<file path="config.mk">
export PLATFORM = sky130hd
export DESIGN_NAME = multi_timer_table
export DESIGN_NICKNAME = d
export VERILOG_FILES = /design/src/rtl/mtt_pkg.sv /design/src/rtl/mtt_ram.sv /design/src/rtl/mtt_ctrl.sv /design/src/rtl/mtt_datapath.sv /design/src/rtl/multi_timer_table.sv
export SDC_FILE = /design/constraint.sdc
export NUM_CORES = 2
export LEC_CHECK = 0
export BUFFER_PORTS_ARGS = -buffer_cell sky130_fd_sc_hd__buf_2
export CAP_MARGIN = 20
export CORE_MARGIN = 1.5
export CORE_UTILIZATION = 35
export CTS_BUF_LIST = sky130_fd_sc_hd__clkbuf_16
export DETAILED_ROUTE_END_ITERATION = 16
export GPL_TIMING_DRIVEN = 1
export PLACE_DENSITY = 0.59
export REMOVE_ABC_BUFFERS = 1
export SLEW_MARGIN = 0
export SYNTH_ARGS = -nofsm -noshare
export SYNTH_HDL_FRONTEND = slang
export SYNTH_HIERARCHICAL = 1
export SYNTH_SLANG_ARGS = --single-unit
export TNS_END_PERCENT = 10
</file>
<file path="constraint.sdc">
create_clock -name clk -period 5.3 [get_ports clk]
set_input_delay 0.795 -clock clk [delete_from_list [all_inputs] [get_ports clk]]
set_output_delay 0.795 -clock clk [all_outputs]
set_load 0.05 [all_outputs]
</file>
<file path="src/rtl/mtt_pkg.sv">
`default_nettype none
package mtt_pkg;

  localparam logic [2:0] OP_ALLOC = 3'd0;
  localparam logic [2:0] OP_FREE  = 3'd1;
  localparam logic [2:0] OP_INIT  = 3'd2;
  localparam logic [2:0] OP_ARM   = 3'd3;
  localparam logic [2:0] OP_TICK  = 3'd4;

  localparam logic [1:0] ST_FREE  = 2'd0;
  localparam logic [1:0] ST_ALLOC = 2'd1;
  localparam logic [1:0] ST_RUN   = 2'd2;

  localparam logic KIND_ALLOC  = 1'b0;
  localparam logic KIND_EXPIRY = 1'b1;

  typedef struct packed {
    logic start;
    logic tick_inc;
    logic do_free;
    logic do_init;
    logic do_arm;
    logic alloc_step;
    logic tick_step;
    logic flush;
  } cmd_t;

  typedef struct packed {
    logic alloc_done;
    logic tick_done;
    logic flush_done;
  } sts_t;

  typedef struct packed {
    logic       kind;
    logic       found;
    logic [4:0] slot;
    logic [3:0] queue;
    logic [7:0] evt;
    logic       last;
  } res_t;

endpackage
`default_nettype wire

</file>
<file path="src/rtl/mtt_ram.sv">
`default_nettype none
module mtt_ram #(
  parameter int WIDTH = 8,
  parameter int DEPTH = 32
) (
  input  wire logic                     clk,
  input  wire logic                     we,
  input  wire logic [$clog2(DEPTH)-1:0] waddr,
  input  wire logic [WIDTH-1:0]         wdata,
  input  wire logic [$clog2(DEPTH)-1:0] raddr,
  output logic      [WIDTH-1:0]         rdata
);

  logic [WIDTH-1:0] mem [DEPTH];

  always_ff @(posedge clk) begin
    if (we) begin
      mem[waddr] <= wdata;
    end
    rdata <= mem[raddr];
  end

endmodule
`default_nettype wire

</file>
<file path="src/rtl/mtt_ctrl.sv">
`default_nettype none
module mtt_ctrl
  import mtt_pkg::*;
(
  input  wire logic       clk,
  input  wire logic       rst,
  input  wire logic       in_valid,
  output logic            in_ready,
  input  wire logic [2:0] op,
  input  wire sts_t       sts,
  output cmd_t            cmd
);

  typedef enum logic [1:0] {
    S_IDLE,
    S_ALLOC,
    S_TICK,
    S_FLUSH
  } state_t;

  state_t state;
  logic   accept;

  assign in_ready = (state == S_IDLE);
  assign accept   = in_valid && in_ready;

  always_comb begin
    cmd            = '0;
    cmd.alloc_step = (state == S_ALLOC);
    cmd.tick_step  = (state == S_TICK);
    cmd.flush      = (state == S_FLUSH);
    if (accept) begin
      case (op)
        OP_ALLOC: cmd.start = 1'b1;
        OP_FREE:  cmd.do_free = 1'b1;
        OP_INIT:  cmd.do_init = 1'b1;
        OP_ARM:   cmd.do_arm = 1'b1;
        OP_TICK: begin
          cmd.start    = 1'b1;
          cmd.tick_inc = 1'b1;
        end
        default: ;
      endcase
    end
  end

  always_ff @(posedge clk) begin
    if (rst) begin
      state <= S_IDLE;
    end else begin
      case (state)
        S_IDLE: begin
          if (accept && op == OP_ALLOC) begin
            state <= S_ALLOC;
          end else if (accept && op == OP_TICK) begin
            state <= S_TICK;
          end
        end
        S_ALLOC: begin
          if (sts.alloc_done) begin
            state <= S_FLUSH;
          end
        end
        S_TICK: begin
          if (sts.tick_done) begin
            state <= S_FLUSH;
          end
        end
        S_FLUSH: begin
          if (sts.flush_done) begin
            state <= S_IDLE;
          end
        end
        default: state <= S_IDLE;
      endcase
    end
  end

endmodule
`default_nettype wire

</file>
<file path="src/rtl/mtt_datapath.sv">
`default_nettype none
module mtt_datapath
  import mtt_pkg::*;
#(
  parameter int TIMER_SLOTS = 32
) (
  input  wire logic        clk,
  input  wire logic        rst,
  input  wire cmd_t        cmd,
  output sts_t             sts,
  input  wire logic [4:0]  slot_index,
  input  wire logic [31:0] delay_ticks,
  input  wire logic [3:0]  queue_select,
  input  wire logic [7:0]  event_byte,
  output logic             out_valid,
  input  wire logic        out_ready,
  output res_t             res
);

  localparam int IW = $clog2(TIMER_SLOTS);
  localparam int CW = $clog2(TIMER_SLOTS + 1);
  localparam logic [CW-1:0] N_C    = CW'(TIMER_SLOTS);
  localparam logic [CW-1:0] LAST_C = CW'(TIMER_SLOTS - 1);

  logic [31:0]   tick_count;
  logic [1:0]    status [TIMER_SLOTS];
  logic [CW-1:0] rd_cnt;
  logic          chk_valid;
  logic [IW-1:0] chk_idx;
  res_t          pend;
  logic          pend_valid;
  res_t          out_r;
  logic          out_valid_r;

  logic          wr_ok;
  logic [IW-1:0] wr_idx;
  logic [IW-1:0] rd_idx;
  logic [IW-1:0] stat_idx;
  logic [1:0]    stat_rd;
  logic          stall;
  logic          due;
  logic [IW-1:0] ram_raddr;
  logic [31:0]   dl_rdata;
  logic [11:0]   qb_rdata;

  assign wr_ok     = 32'(slot_index) < TIMER_SLOTS;
  assign wr_idx    = IW'(slot_index);
  assign rd_idx    = rd_cnt[IW-1:0];
  assign stat_idx  = cmd.tick_step ? chk_idx : rd_idx;
  assign stat_rd   = status[stat_idx];
  assign stall     = pend_valid && out_valid_r;
  assign due       = chk_valid && (stat_rd == ST_RUN) && (dl_rdata <= tick_count);
  assign ram_raddr = stall ? chk_idx : rd_idx;

  assign sts.alloc_done = (stat_rd == ST_FREE) || (rd_cnt == LAST_C);
  assign sts.tick_done  = (rd_cnt == N_C) && !chk_valid;
  assign sts.flush_done = !pend_valid || !out_valid_r;

  assign out_valid = out_valid_r;
  assign res       = out_r;

  mtt_ram #(
    .WIDTH(32),
    .DEPTH(TIMER_SLOTS)
  ) u_deadline (
    .clk  (clk),
    .we   (cmd.do_arm && wr_ok),
    .waddr(wr_idx),
    .wdata(tick_count + delay_ticks),
    .raddr(ram_raddr),
    .rdata(dl_rdata)
  );

  mtt_ram #(
    .WIDTH(12),
    .DEPTH(TIMER_SLOTS)
  ) u_event (
    .clk  (clk),
    .we   (cmd.do_init && wr_ok),
    .waddr(wr_idx),
    .wdata({queue_select, event_byte}),
    .raddr(ram_raddr),
    .rdata(qb_rdata)
  );

  always_ff @(posedge clk) begin
    if (rst) begin
      tick_count  <= '0;
      rd_cnt      <= '0;
      chk_valid   <= 1'b0;
      pend_valid  <= 1'b0;
      out_valid_r <= 1'b0;
      for (int i = 0; i < TIMER_SLOTS; i++) begin
        status[i] <= ST_FREE;
      end
    end else begin
      if (out_valid_r && out_ready) begin
        out_valid_r <= 1'b0;
      end
      if (cmd.start) begin
        rd_cnt    <= '0;
        chk_valid <= 1'b0;
      end
      if (cmd.tick_inc) begin
        tick_count <= tick_count + 32'd1;
      end
      if (cmd.do_free && wr_ok) begin
        status[wr_idx] <= ST_FREE;
      end
      if (cmd.do_arm && wr_ok) begin
        status[wr_idx] <= ST_RUN;
      end
      if (cmd.alloc_step) begin
        if (stat_rd == ST_FREE) begin
          status[stat_idx] <= ST_ALLOC;
          pend       <= '{kind: KIND_ALLOC, found: 1'b1, slot: 5'(rd_idx),
                          queue: 4'd0, evt: 8'd0, last: 1'b1};
          pend_valid <= 1'b1;
        end else if (rd_cnt == LAST_C) begin
          pend       <= '{kind: KIND_ALLOC, found: 1'b0, slot: 5'd0,
                          queue: 4'd0, evt: 8'd0, last: 1'b1};
          pend_valid <= 1'b1;
        end else begin
          rd_cnt <= rd_cnt + CW'(1);
        end
      end
      if (cmd.tick_step && !stall) begin
        if (rd_cnt != N_C) begin
          chk_valid <= 1'b1;
          chk_idx   <= rd_idx;
          rd_cnt    <= rd_cnt + CW'(1);
        end else begin
          chk_valid <= 1'b0;
        end
        if (due) begin
          status[chk_idx] <= ST_ALLOC;
          if (pend_valid) begin
            out_r       <= pend;
            out_valid_r <= 1'b1;
          end
          pend       <= '{kind: KIND_EXPIRY, found: 1'b1, slot: 5'(chk_idx),
                          queue: qb_rdata[11:8], evt: qb_rdata[7:0], last: 1'b0};
          pend_valid <= 1'b1;
        end
      end
      if (cmd.flush && pend_valid && !out_valid_r) begin
        out_r       <= '{kind: pend.kind, found: pend.found, slot: pend.slot,
                         queue: pend.queue, evt: pend.evt, last: 1'b1};
        out_valid_r <= 1'b1;
        pend_valid  <= 1'b0;
      end
    end
  end

endmodule
`default_nettype wire

</file>
<file path="src/rtl/multi_timer_table.sv">
// Timer slot table with a shared 32-bit tick counter and absolute deadlines.
// Input channel (in_valid/in_ready) takes one operation per beat: allocate,
// free, init, arm or tick. Output channel (out_valid/out_ready) returns
// result beats; last marks the final beat caused by one operation.
// Free, init and arm are done at the accept and give no result.
// Allocate walks the status flops one slot a cycle and returns one result beat.
// Tick walks the deadline and event RAMs one slot a cycle while the output
// is not stalled, through a registered read: one beat per expired slot.
// The slot walk sets the rate; in_ready is high only between operations.
// One result is held back until the next is found so that last can be set;
// a second finished beat waits in the output register, and the walk holds
// while both are full, so a stalled receiver pauses the scan and loses
// nothing. The last beat may still wait at the output while the next
// operation is taken.
// Reset frees every slot, clears the counter and empties the output; the
// deadline and event RAMs are not cleared.
`default_nettype none
module multi_timer_table
  import mtt_pkg::*;
#(
  parameter int TIMER_SLOTS = 32
) (
  input  wire logic        clk,
  input  wire logic        rst,
  input  wire logic        in_valid,
  output logic             in_ready,
  input  wire logic [2:0]  op,
  input  wire logic [4:0]  slot_index,
  input  wire logic [31:0] delay_ticks,
  input  wire logic [3:0]  queue_select,
  input  wire logic [7:0]  event_byte,
  output logic             out_valid,
  input  wire logic        out_ready,
  output logic             kind,
  output logic             found,
  output logic [4:0]       slot_out,
  output logic [3:0]       queue_out,
  output logic [7:0]       byte_out,
  output logic             last
);

  cmd_t cmd;
  sts_t sts;
  res_t res;

  mtt_ctrl u_ctrl (
    .clk     (clk),
    .rst     (rst),
    .in_valid(in_valid),
    .in_ready(in_ready),
    .op      (op),
    .sts     (sts),
    .cmd     (cmd)
  );

  mtt_datapath #(
    .TIMER_SLOTS(TIMER_SLOTS)
  ) u_datapath (
    .clk         (clk),
    .rst         (rst),
    .cmd         (cmd),
    .sts         (sts),
    .slot_index  (slot_index),
    .delay_ticks (delay_ticks),
    .queue_select(queue_select),
    .event_byte  (event_byte),
    .out_valid   (out_valid),
    .out_ready   (out_ready),
    .res         (res)
  );

  assign kind      = res.kind;
  assign found     = res.found;
  assign slot_out  = res.slot;
  assign queue_out = res.queue;
  assign byte_out  = res.evt;
  assign last      = res.last;

endmodule
`default_nettype wire
</file>
==> flow_metrics.tcl <==
set metrics [dict create \
    p_per_area_nw_per_um2 418.6 \
    fin_nets 4479 \
    yosysWarnings 6 \
    ir_drop_mv 0.3377 \
    placed_area_um2 69630 \
    start_util_pct 35.29 \
    ys_seq_elements 1604 \
    max_freq_ghz 0.2328 \
    min_from "out_ready" \
    nFillCells 16780 \
    die_width_um 435.6 \
    numCtsBuffers 166 \
    clock_sinks 1604 \
    grt_max_degree 130 \
    ios 78 \
    io_buffers 77 \
    synth_ff_type "edfxtp_1" \
    grt_pass1_vias 36610 \
    relSlewSlack_pct 26.04 \
    coreArea_um2 185600 \
    fin_hold_ws_ns 0.3199 \
    syn_area_um2 65510 \
    cts_resized 0 \
    postRouteAntennaNets 0 \
    grt_antenna_before_repair 4 \
    gp_congestion 0.8241 \
    path_clk_slew_ns 0.06 \
    cts_hold_buf 0 \
    crit_arrival_ns 4.99 \
    crit_required_ns 5.99 \
    drc_errors 0 \
    critPathMaxFanout 26 \
    r2r-end "u_datapath/status[28][0]$_SDFFE_PP1P_" \
    maxSlewViolCount 0 \
    whs_endpoint "u_datapath/out_valid$_SDFF_PP0_" \
    worstMarginPinSlew_ns 1.105 \
    fin_crit_ns 4.296 \
    finClkSkew_ns 0.04935 \
    final-hold-violation-count 0 \
    syn_inst 4171 \
    rsz0062_at_grt "false" \
    grt_overflow 0 \
    htreeDepth 4 \
    fin_area_um2 75040 \
    dp_hpwl_mm 96.78 \
    insertion_delay_ns 0.81 \
    multi_input_area_um2 17880 \
    yosys.area.top_type "edfxtp_1" \
    whs_path_depth 3 \
    netlist.area_leader.share_pct 66.60 \
    num_vias 37210 \
    final_cells 6972 \
    seqCellArea_um2 46650 \
    area_delta_synth_final_pct 14.53 \
    rrSetupSlack_ns 1.00 \
    r2r_cells 13 \
    row_count 158 \
    route.detailed.wl_per_inst_um 24.14 \
    drive_gt1_share_pct 13.01 \
    cts_setup_buffers 0 \
    drt_iter0_markers 3427 \
    hp-class "in -> reg" \
    drv_cap 0 \
    ys_async_sr_fraction_pct 0 \
    fin_setup_tns_ns 0 \
    path_class "reg -> reg" \
    setup_violations 0 \
    cts_tree "done" \
    die_h_um 435.6 \
    p_leak_nw 23.95 \
    viasPerCell 5.337 \
    fin_crit_sh_pct 81.06 \
    drt_wl_total_mm 168.3 \
    endpoint_kind "flop" \
    start_kind "flop" \
    status "finished, final reports clean" \
    ys_seq_area_share_pct 71.21 \
    fp.dieArea_um2 189800 \
    synth-edff-count 1453 \
    syn-mean-instance-area_um2 15.71 \
    rr_startpoint "u_ctrl/state[0]$_SDFFE_PP0P_" \
    grt_use_total_pct 17.37 \
    clockBufferDepth 3 \
    root_buffer "clkbuf_16" \
    grt_pass1_wl_mm 246.2 \
    drt_pre_antenna_iters 5 \
    ys_types 85 \
    dp_cells 6652 \
    synthTopCellsByArea "edfxtp_1, mux2i_1, dfxtp_1" \
]
[layer usage]
| layer | wire length, um | track usage (%) | up-vias |
|---|---|---|---|
| met4 | 4519 | 5.262 | 0 |
| met1 | 71360 | 22.71 | 19190 |
| met3 | 7960 | 2.520 | 261 |
| met5 | 0 | 0 | - |
| met2 | 84440 | 29.75 | 1005 |
| li1 | - | - | 16760 |
[worst max-delay path, stage by stage (launching register included)]
cell and delay [ns]:
dfxtp_1 0.34, inv_1 0.11, ha_1 0.32, buf_4 0.29, mux2i_2 0.71, mux4_2 0.43, a22oi_1 0.22, nand4_1 0.15
nor3_2 0.28, nand3_1 0.41, o21ai_4 0.30, buf_4 0.35, a32oi_1 0.15, nor2_1 0.14
[cells by family after synthesis]
family          share of synthesized area [%]
simple gates                            5.474
xor+xnor                               0.7486
compound gates                          7.124
buf+inv                                 2.362
fa+ha+maj                               1.387
mux                                     11.69
flops                                   71.21
[worst max-delay path by stage]
stage,start,to,slack [ns],cells past startpoint
floorplan,u_datapath/out_valid$_SDFF_PP0_,u_datapath/u_deadline/rdata[0]$_DFF_P_,-9.34,6
global placement,delay_ticks[3],u_datapath/u_deadline/mem[3][27]$_DFFE_PP_,0.80,11
detailed placement,delay_ticks[3],u_datapath/u_deadline/mem[5][27]$_DFFE_PP_,0.71,11
CTS,u_ctrl/state[0]$_SDFFE_PP0P_,u_datapath/status[28][0]$_SDFFE_PP1P_,1.07,13
global route,u_ctrl/state[0]$_SDFFE_PP0P_,u_datapath/status[31][0]$_SDFFE_PP1P_,0.68,13
finish,u_ctrl/state[0]$_SDFFE_PP0P_,u_datapath/status[28][0]$_SDFFE_PP1P_,1.00,13
[power by group]
part | internal (mW) | switching (mW) | total (mW) | leakage, nW
registers | 14.1 | 0.219 | 14.3 | 14.3
logic | 2.45 | 3.45 | 5.90 | 6.91
clock network | 6.27 | 4.95 | 11.2 | 2.72
total | 22.8 | 8.61 | 31.4 | 23.9
[registers in the layout, indices dropped and copies added, names as in the netlist, 2 cells and up]
name and cells:
u_datapath/rd_cnt 6, u_datapath/u_event/mem 384, u_datapath/u_event/rdata 12, u_datapath/u_deadline/mem 1024, u_datapath/status 64, u_datapath/chk_idx 5
u_datapath/res 20, u_datapath/pend 20, u_ctrl/state 2, u_datapath/tick_count 32, u_datapath/u_deadline/rdata 32
[final cells by class]
class	instances	share of cell area (%)
Multi-Input combinational cell	2301	23.83
Timing Repair Buffer	229	2.553
Sequential cell	1604	62.18
Clock buffer	174	5.803
Antenna cell	3	0.01000
Inverter	49	0.2451
Tap cell	2480	4.135
Clock inverter	132	1.251
[layout by cell type, fill, tap and decap left out, drive strengths merged, types with 24 or more instances in the layout]
master	count
xnor2	47
nor3	63
a21oi	179
nor2	164
clkbuf	174
a22oi	146
buf	229
a31oi	71
inv	88
dfxtp	151
nand4	24
a22o	101
nand2	230
ha	71
o21ai	32
edfxtp	1453
mux2i	722
clkinv	85
a32oi	45
nand3	163
[cell usage after synthesis (10+ instances only)]
master,count
a32o_1,12
nand3b_1,11
a22o_1,101
nor3_1,62
a21oi_1,178
buf_4,43
nand3_1,163
nand4_1,24
nand2b_1,17
and2_1,11
mux2i_1,720
buf_2,50
a22oi_1,146
edfxtp_1,1453
mux2_2,17
o21ai_0,30
buf_6,22
a21o_1,16
a31oi_1,71
a32oi_1,45
nor2b_1,12
nand2_1,230
mux4_2,10
inv_1,48
o31ai_1,11
nor2_1,162
xnor2_1,47
dfxtp_1,151
and3_1,16
ha_1,71
clkbuf_1,81
[through the flow]
step | setup WS [ns] | power [mW] | utilization [%]
6_report | 1.004 | 31.41 | 40.42
5_1_grt | 0.6848 | 32.58 | 40.42
4_1_cts | 1.066 | 31.67 | 40.36
3_5_place_dp | 0.7050 | 20.47 | 37.51
3_3_place_gp | 0.8044 | 20.42 | 37.50
2_1_floorplan | -9.343 | 18.67 | -
(Power assumes the default switching activity.)
